==> src/hw/rtl/delimited_command_frame_receiver_defines.svh <==
// ----------------------------------------------------------------------------
// Delimited command frame receiver: assertion macros
// Shared property macros; ASSERT_OFF removes them all.
// ----------------------------------------------------------------------------
`ifndef DELIMITED_COMMAND_FRAME_RECEIVER_DEFINES_SVH
`define DELIMITED_COMMAND_FRAME_RECEIVER_DEFINES_SVH

`ifndef ASSERT_OFF
// same-cycle implication, checked on clk, off during rst
`define DCFR_ASSERT_IMP(lbl, ant, cons) \
  lbl: assert property (@(posedge clk) disable iff (rst) (ant) |-> (cons)) \
    else $error("dcfr: same-cycle check failed");
// next-cycle implication
`define DCFR_ASSERT_NXT(lbl, ant, cons) \
  lbl: assert property (@(posedge clk) disable iff (rst) (ant) |=> (cons)) \
    else $error("dcfr: next-cycle check failed");
`else
`define DCFR_ASSERT_IMP(lbl, ant, cons)
`define DCFR_ASSERT_NXT(lbl, ant, cons)
`endif

`endif

==> src/hw/rtl/dcfr_pkg.sv <==
// ----------------------------------------------------------------------------
// dcfr_pkg
// Types and constants shared by the command frame receiver modules.
// ----------------------------------------------------------------------------
`default_nettype none

package dcfr_pkg;

  localparam int unsigned MAX_CMD_BYTES_DFLT = 32;
  localparam int unsigned BYTE_W  = 8;
  localparam int unsigned COUNT_W = 6;
  localparam int unsigned KIND_W  = 2;
  localparam int unsigned CFG_IDX_W = 2;

  localparam logic [BYTE_W-1:0] BEGIN_TAG_RST = 8'd35;
  localparam logic [BYTE_W-1:0] END_TAG_RST   = 8'd10;

  typedef enum logic [CFG_IDX_W-1:0] {
    REG_BEGIN_TAG = 2'd0,
    REG_END_TAG   = 2'd1
  } reg_idx_t;

  typedef enum logic [KIND_W-1:0] {
    KIND_BYTE     = 2'd0,
    KIND_END      = 2'd1,
    KIND_OVERFLOW = 2'd2
  } kind_t;

  typedef struct packed {
    kind_t               kind;
    logic [BYTE_W-1:0]   data;
    logic [COUNT_W-1:0]  count;
    logic                last;
  } res_t;

endpackage

`default_nettype wire

==> src/hw/rtl/dcfr_store.sv <==
// ----------------------------------------------------------------------------
// dcfr_store
// Command byte store: one write port, one read port, registered read data.
// ----------------------------------------------------------------------------
`default_nettype none

module dcfr_store #(
  parameter int unsigned DEPTH = dcfr_pkg::MAX_CMD_BYTES_DFLT,
  parameter int unsigned AW    = (DEPTH > 1) ? $clog2(DEPTH) : 1
) (
  input  wire logic                        clk,
  input  wire logic                        we,
  input  wire logic [AW-1:0]               waddr,
  input  wire logic [dcfr_pkg::BYTE_W-1:0] wdata,
  input  wire logic                        re,
  input  wire logic [AW-1:0]               raddr,
  output logic      [dcfr_pkg::BYTE_W-1:0] rdata
);
  import dcfr_pkg::*;

  logic [BYTE_W-1:0] mem [DEPTH];

  always_ff @(posedge clk) begin
    if (we) begin
      mem[waddr] <= wdata;
    end
  end

  always_ff @(posedge clk) begin
    if (re) begin
      rdata <= mem[raddr];
    end
  end

endmodule

`default_nettype wire

==> src/hw/rtl/dcfr_out.sv <==
// ----------------------------------------------------------------------------
// dcfr_out
// Two-entry result buffer in front of the output port.
// ----------------------------------------------------------------------------
`default_nettype none

module dcfr_out (
  input  wire logic                         clk,
  input  wire logic                         rst,
  input  wire logic                         push,
  input  wire dcfr_pkg::res_t               push_res,
  output logic      [1:0]                   fill,
  output logic                              out_valid,
  input  wire logic                         out_stall,
  output logic      [dcfr_pkg::KIND_W-1:0]  kind,
  output logic      [dcfr_pkg::BYTE_W-1:0]  data,
  output logic      [dcfr_pkg::COUNT_W-1:0] count,
  output logic                              last
);
  import dcfr_pkg::*;

  res_t       slot0;
  res_t       slot1;
  logic [1:0] cnt;
  logic [1:0] cnt_next;
  logic       pop;

  assign pop      = (cnt != 2'd0) && !out_stall;
  assign cnt_next = cnt + 2'(push) - 2'(pop);

  always_ff @(posedge clk) begin
    if (rst) begin
      cnt <= 2'd0;
    end else begin
      cnt <= cnt_next;
    end
  end

  // slot0 is the head; slot1 only fills behind a waiting head
  always_ff @(posedge clk) begin
    if (pop && cnt == 2'd2) begin
      slot0 <= slot1;
    end else if (push && (cnt == 2'd0 || (cnt == 2'd1 && pop))) begin
      slot0 <= push_res;
    end
    if (push && ((cnt == 2'd1 && !pop) || (cnt == 2'd2 && pop))) begin
      slot1 <= push_res;
    end
  end

  assign fill      = cnt;
  assign out_valid = (cnt != 2'd0);
  assign kind      = slot0.kind;
  assign data      = slot0.data;
  assign count     = slot0.count;
  assign last      = slot0.last;

endmodule

`default_nettype wire

==> src/hw/rtl/delimited_command_frame_receiver.sv <==
// ----------------------------------------------------------------------------
// delimited_command_frame_receiver
// Collects begin/end tagged command frames into a byte store and replays them.
// ----------------------------------------------------------------------------
// Channels: input (in_valid/in_stall, rx_byte), one serial byte per request;
//   output (out_valid/out_stall, kind/data/count/last); config (cfg_valid/
//   cfg_ready, cfg_index/cfg_data): index 0 is the begin tag, index 1 the
//   end tag, other indexes are dropped. Always ready.
// Stalls: a byte that causes no result does not stall. An overflow byte moves
//   to the error state, which holds in_stall until its error is pushed. An
//   end tag over stored bytes holds in_stall while they are read and pushed
//   and until the end result is pushed; store reads are paced by the
//   two-entry result buffer.
// Reset: rst (synchronous) returns to idle, empties the result buffer and
//   loads the tags with '#' and newline. The store needs no clearing.
// Backpressure: out_stall holds the head result; the drain pauses once the
//   two-entry result buffer is full and resumes without loss.
// ----------------------------------------------------------------------------
`default_nettype none
`include "delimited_command_frame_receiver_defines.svh"

module delimited_command_frame_receiver #(
  parameter int unsigned MAX_CMD_BYTES = dcfr_pkg::MAX_CMD_BYTES_DFLT
) (
  input  wire logic                           clk,
  input  wire logic                           rst,
  input  wire logic                           in_valid,
  output logic                                in_stall,
  input  wire logic [dcfr_pkg::BYTE_W-1:0]    rx_byte,
  output logic                                out_valid,
  input  wire logic                           out_stall,
  output logic      [dcfr_pkg::KIND_W-1:0]    kind,
  output logic      [dcfr_pkg::BYTE_W-1:0]    data,
  output logic      [dcfr_pkg::COUNT_W-1:0]   count,
  output logic                                last,
  input  wire logic                           cfg_valid,
  output logic                                cfg_ready,
  input  wire logic [dcfr_pkg::CFG_IDX_W-1:0] cfg_index,
  input  wire logic [dcfr_pkg::BYTE_W-1:0]    cfg_data
);
  import dcfr_pkg::*;

  localparam int unsigned ADDR_W = (MAX_CMD_BYTES > 1) ? $clog2(MAX_CMD_BYTES) : 1;
  localparam logic [COUNT_W-1:0] MAX_FILL = COUNT_W'(MAX_CMD_BYTES);

  typedef enum logic [3:0] {
    ST_IDLE  = 4'b0001,
    ST_RECV  = 4'b0010,
    ST_DRAIN = 4'b0100,
    ST_ERR   = 4'b1000
  } state_t;

  state_t             state;
  state_t             state_next;
  logic [BYTE_W-1:0]  begin_tag;
  logic [BYTE_W-1:0]  end_tag;
  logic [COUNT_W-1:0] fill_count;
  logic [COUNT_W-1:0] fill_count_next;
  logic [COUNT_W-1:0] drain_len;
  logic [COUNT_W-1:0] drain_len_next;
  logic [COUNT_W-1:0] rd_idx;
  logic [COUNT_W-1:0] rd_idx_next;
  logic               rd_pending;

  logic               in_acc;
  logic               end_hit;
  logic               mem_we;
  logic               mem_re;
  logic [BYTE_W-1:0]  mem_rdata;
  logic [1:0]         ob_fill;
  logic               push;
  res_t               push_res;

  // ---------------- configuration ----------------
  assign cfg_ready = 1'b1;

  always_ff @(posedge clk) begin
    if (rst) begin
      begin_tag <= BEGIN_TAG_RST;
      end_tag   <= END_TAG_RST;
    end else if (cfg_valid && cfg_ready) begin
      unique case (cfg_index)
        REG_BEGIN_TAG: begin_tag <= cfg_data;
        REG_END_TAG:   end_tag   <= cfg_data;
        default: ;
      endcase
    end
  end

  // ---------------- control ----------------
  assign in_stall = !(state == ST_IDLE || state == ST_RECV);
  assign in_acc   = in_valid && !in_stall;
  assign end_hit  = in_acc && rx_byte == end_tag;

  always_comb begin
    state_next      = state;
    fill_count_next = fill_count;
    drain_len_next  = drain_len;
    rd_idx_next     = rd_idx;
    mem_we          = 1'b0;
    mem_re          = 1'b0;
    push            = 1'b0;
    push_res        = '{kind: KIND_BYTE, data: mem_rdata, count: '0, last: 1'b0};

    // read data from last cycle always has a buffer slot reserved
    if (rd_pending) begin
      push = 1'b1;
    end

    unique case (state)
      ST_IDLE: begin
        if (in_acc && rx_byte == begin_tag) begin
          state_next      = ST_RECV;
          fill_count_next = '0;
        end
      end
      ST_RECV: begin
        if (in_acc) begin
          if (end_hit) begin
            state_next      = ST_DRAIN;
            drain_len_next  = fill_count;
            rd_idx_next     = '0;
            fill_count_next = '0;
          end else if (fill_count < MAX_FILL) begin
            mem_we          = 1'b1;
            fill_count_next = fill_count + COUNT_W'(1);
          end else begin
            state_next      = ST_ERR;
            fill_count_next = '0;
          end
        end
      end
      ST_DRAIN: begin
        if (rd_idx != drain_len) begin
          if ((ob_fill + 2'(rd_pending)) < 2'd2) begin
            mem_re      = 1'b1;
            rd_idx_next = rd_idx + COUNT_W'(1);
          end
        end else if (!rd_pending && ob_fill < 2'd2) begin
          push       = 1'b1;
          push_res   = '{kind: KIND_END, data: '0, count: drain_len, last: 1'b1};
          state_next = ST_IDLE;
        end
      end
      ST_ERR: begin
        if (ob_fill < 2'd2) begin
          push       = 1'b1;
          push_res   = '{kind: KIND_OVERFLOW, data: '0, count: '0, last: 1'b1};
          state_next = ST_IDLE;
        end
      end
      default: begin
        state_next = ST_IDLE;
      end
    endcase
  end

  always_ff @(posedge clk) begin
    if (rst) begin
      state      <= ST_IDLE;
      fill_count <= '0;
      drain_len  <= '0;
      rd_idx     <= '0;
      rd_pending <= 1'b0;
    end else begin
      state      <= state_next;
      fill_count <= fill_count_next;
      drain_len  <= drain_len_next;
      rd_idx     <= rd_idx_next;
      rd_pending <= mem_re;
    end
  end

  // ---------------- datapath ----------------
  dcfr_store #(
    .DEPTH (MAX_CMD_BYTES),
    .AW    (ADDR_W)
  ) u_store (
    .clk   (clk),
    .we    (mem_we),
    .waddr (fill_count[ADDR_W-1:0]),
    .wdata (rx_byte),
    .re    (mem_re),
    .raddr (rd_idx[ADDR_W-1:0]),
    .rdata (mem_rdata)
  );

  dcfr_out u_out (
    .clk       (clk),
    .rst       (rst),
    .push      (push),
    .push_res  (push_res),
    .fill      (ob_fill),
    .out_valid (out_valid),
    .out_stall (out_stall),
    .kind      (kind),
    .data      (data),
    .count     (count),
    .last      (last)
  );

  // ---------------- checks ----------------
  `DCFR_ASSERT_IMP(a_fill_in_range, 1'b1, fill_count <= MAX_FILL)
  `DCFR_ASSERT_IMP(a_pending_has_room, rd_pending, ob_fill < 2'd2)
  `DCFR_ASSERT_IMP(a_end_order, push_res.kind == KIND_END, rd_idx == drain_len && !rd_pending)
  `DCFR_ASSERT_NXT(a_drain_start, state == ST_RECV && end_hit, state == ST_DRAIN && rd_idx == '0)
  `DCFR_ASSERT_IMP(a_no_write_while_draining, mem_we, state == ST_RECV && !rd_pending)

endmodule

`default_nettype wire
==> config.mk <==
export PLATFORM = sky130hd
export DESIGN_NAME = delimited_command_frame_receiver
export DESIGN_NICKNAME = d
export VERILOG_FILES = /design/src/hw/rtl/dcfr_pkg.sv /design/src/hw/rtl/dcfr_store.sv /design/src/hw/rtl/dcfr_out.sv /design/src/hw/rtl/delimited_command_frame_receiver.sv
export VERILOG_INCLUDE_DIRS = /design/src /design/src/hw/rtl
export SDC_FILE = /design/constraint.sdc
export NUM_CORES = 1
export LEC_CHECK = 0
export BUFFER_PORTS_ARGS = -buffer_cell sky130_fd_sc_hd__buf_2
export CELL_PAD_IN_SITES_DETAIL_PLACEMENT = 1
export CELL_PAD_IN_SITES_GLOBAL_PLACEMENT = 2
export CORE_MARGIN = 1.5
export CORE_UTILIZATION = 25
export CTS_BUF_LIST = sky130_fd_sc_hd__clkbuf_2
export CTS_CLUSTER_DIAMETER = 100
export CTS_CLUSTER_SIZE = 28
export DETAILED_ROUTE_END_ITERATION = 10
export PLACE_DENSITY_LB_ADDON = 0.1
export SKIP_LAST_GASP = 1
export SLEW_MARGIN = 0
export SYNTH_ARGS = -nofsm -noshare
export SYNTH_HDL_FRONTEND = slang
export SYNTH_SLANG_ARGS = --single-unit
export TNS_END_PERCENT = 5
==> constraint.sdc <==
create_clock -name clk -period 4.55 [get_ports clk]
set_clock_uncertainty 0.2 [all_clocks]
set_input_delay 0.2275 -clock clk [delete_from_list [all_inputs] [get_ports clk]]
set_output_delay 0.2275 -clock clk [all_outputs]
set_load 0.005 [all_outputs]
==> out/results.tsv <==
stage	metric	value	unit
outcome	status	finished, final reports clean	
timing	fin_crit	3.60	ns
grt	grtUsageTotal	0.140	
timing	finalSetupTns	0	ns
timing	finalWorstSetupSlack	0.947	ns
setup_path	endpoint_kind	flop	
setup_path	slowest_delay	0.73	ns
setup_path	critical_path_arrival	4.46	ns
clock_tree	post_cts_buffers	0	
timing	fmax	278	MHz
timing	slew_viol_final	0	
timing	worstMarginPinSlew	0.835	ns
grt	grt_max_degree	45	
logic_synthesis	syn_inst	770	
clock_tree	insertion_delay	1.06	ns
power	ir_drop	134	uV
logic_synthesis	synth_area_leaders	edfxtp_1, mux4_2, dfxtp_1	
die	core_region_area	0.0549	sq mm
timing	rsz0062_at_grt	no	
logic_synthesis	synth_area	0.0138	sq mm
die	die_width	238	microns
detailed_routing	drt_wl_total	39000	microns
detailed_routing	vias	7228	
die	io_pins	43	
power	powerDensity	309	mW/mm^2
place	dp_hpwl	26100	microns
setup_path	path_class	reg -> reg	
setup_path	path_buf_inv	3	
timing	finalCritPeriodShare	0.792	
detailed_routing	first_iter_violations	422	
clock_tree	htree_levels	1	
detailed_routing	vias_per_cell	4.55	
setup_path	cp_max_fo	10	
grt	grt_overflow	0	
clock_tree	ctsResizeCount	0	
place	io_buffer_count	41	
logic_synthesis	syn_nets	800	
grt	antenna_found_initial	4	
clock_tree	cts-root-buf	clkbuf_2	
timing	slew_headroom	0.443	
grt	grt_pass1_wl	57100	microns
die	die_area	0.0568	sq mm
setup_path	crit_chain	xor2_1 -> nor4_1 -> dlygate4sd3_1 -> and4_1 -> dlygate4sd3_1 -> buf_4 -> nor3_1 -> a221o_1	
setup_path	slowest_stage	dlygate4sd3_1	
setup_path	start_kind	flop	
setup_path	critPathMostFrequentCell	dlygate4sd3_1	
finish	syn_to_final_growth	13.6	%
logic_synthesis	yosysSeqAreaShare	0.706	
flow_run	cap_violations	0	
logic_synthesis	yosysMostFrequentCell	edfxtp_1	
clock_tree	path_clk_slew	0.55	ns
place	dp_slack	1.08	ns
logic_synthesis	ys_top_cells_by_count	edfxtp_1, mux4_2, dfxtp_1	
logic_synthesis	synth_top_cell_by_area	edfxtp_1	
clock_tree	hold_buffers	63	
detailed_routing	wl_per_cell	24.6	microns
power	p_leak	5.09	nW
clock_tree	cts_max_path_buffers	3	
logic_synthesis	yosys_warnings	0	
setup_path	cp_top_family	buffers and inverters	
setup_path	cp_data_required_time	5.41	ns
timing	final-hold-violation-count	0	
logic_synthesis	synth_top_area_frac	0.647	
die	die_h	238	microns
finish	drive_above_1_share	0.213	
detailed_routing	route.detailed.drc	0	
logic_synthesis	synth_flop_cell	edfxtp_1	
finish	fin_nets	899	
clock_tree	clock_sinks	339	
detailed_routing	ant_nets	0	
logic_synthesis	ys_ff_latch	339	
logic_synthesis	synth_edf_count	298	
grt	grt_pass1_vias	7819	
timing	setup_viol_count_final	0	
clock_tree	cts_tree	built	
logic_synthesis	avgSynthCellArea	18.0	sq um
worst_hold_path	hold_path_class	in -> reg	
logic_synthesis	async_reset_ff_frac	0	
clock_tree	cts_buffers	17	
die	rows	86	
place	place.gp.congestion	0.742	
detailed_routing	dr.pass1.iters	5	
die	start_util	0.252	
logic_synthesis	ys_types	57	
-- power breakdown --
group / internal [W] / total [W] / switching (W)
Sequential: 0.00341 / 0.00343 / 0.0000159
Clock: 0.000226 / 0.00121 / 0.000982
Combinational: 0.0000905 / 0.000224 / 0.000134
Total: 0.00373 / 0.00486 / 0.00113
-- logic make-up after synthesis --
group           Yosys count  share of synthesized area
flops                   339                      0.706
simple gates            172                     0.0682
mux                     111                      0.153
compound gates           62                     0.0318
buf+inv                  53                     0.0181
xor+xnor                 25                     0.0158
fa+ha+maj                 7                    0.00633
other cells               1                   0.000271
-- sequential cells by signal, indices dropped and copies added, names as in the netlist --
register,cells
begin_tag,8
drain_len,6
end_tag,8
fill_count,6
rd_idx,6
rd_pending,1
state,4
u_out.count,6
u_out.data,8
u_out.fill,2
u_out.kind,2
u_out.last,1
u_out.slot1,17
u_store.mem,256
u_store.rdata,8
-- worst reg2reg max path: stages (launching register included) --
cell	delay [ns]
dfxtp_1	0.42
xor2_1	0.15
nor4_1	0.70
dlygate4sd3_1	0.73
and4_1	0.19
dlygate4sd3_1	0.54
buf_4	0.20
nor3_1	0.14
a221o_1	0.39
-- layout make-up --
cell class / count / area, sq um
flip-flops and latches: 339 / 9770
fillers: 5726 / 39200
clock inverters: 6 / 87.6
diodes: 4 / 10.0
well taps: 704 / 881
multi-input cells: 378 / 3820
clock buffers: 23 / 115
repair buffers: 122 / 996
inverters: 11 / 41.3
-- path summary, 6_finish.rpt --
check                                    from                  to  slack (ns)  cells after the start
worst max-delay path               end_tag[3]           rd_idx[5]        0.95                      8
worst min register to register  fill_count[0]        drain_len[0]        0.32                      2
worst min-delay path               rx_byte[5]  u_store.mem[30][5]        0.16                      3
worst max register to register     end_tag[3]           rd_idx[5]        0.95                      8
-- layout by cell type (no fill, tap or decap), types with 10 or more instances in the layout --
| cell type | instances |
|---|---|
| o21ai_1 | 10 |
| edfxtp_1 | 298 |
| a21oi_1 | 10 |
| and2_1 | 19 |
| xor2_1 | 18 |
| mux2i_1 | 22 |
| dlygate4sd3_1 | 63 |
| nand2_1 | 36 |
| buf_4 | 16 |
| dfxtp_1 | 39 |
| inv_1 | 10 |
| mux4_2 | 80 |
| buf_2 | 41 |
| clkbuf_2 | 23 |
| and3_1 | 40 |
| nor2_1 | 29 |
-- metal layers --
| layer | up-vias | wire length [microns] | GRT usage |
|---|---|---|---|
| li1 | 3240 | - | - |
| met1 | 3851 | 17500 | 0.192 |
| met2 | 108 | 19400 | 0.238 |
| met3 | 29 | 1560 | 0.0155 |
| met4 | 0 | 613 | 0.0292 |
| met5 | - | 0 | 0 |
-- metrics by stage --
step | cells | util | power [W] | area, sq um | hold slack [ns]
floorplan | 770 | - | 0.00356 | 13800 | 0.126
global placement | 1491 | 0.271 | 0.00367 | 14900 | 0.262
detailed placement | 1491 | 0.271 | 0.00368 | 14900 | 0.278
CTS | 1583 | 0.286 | 0.00495 | 15700 | 0.00386
global route | 1584 | 0.286 | 0.00504 | 15700 | 0.0901
finish | 1587 | 0.287 | 0.00486 | 15700 | 0.159
Note: power is estimated with default switching activity, not from simulation.
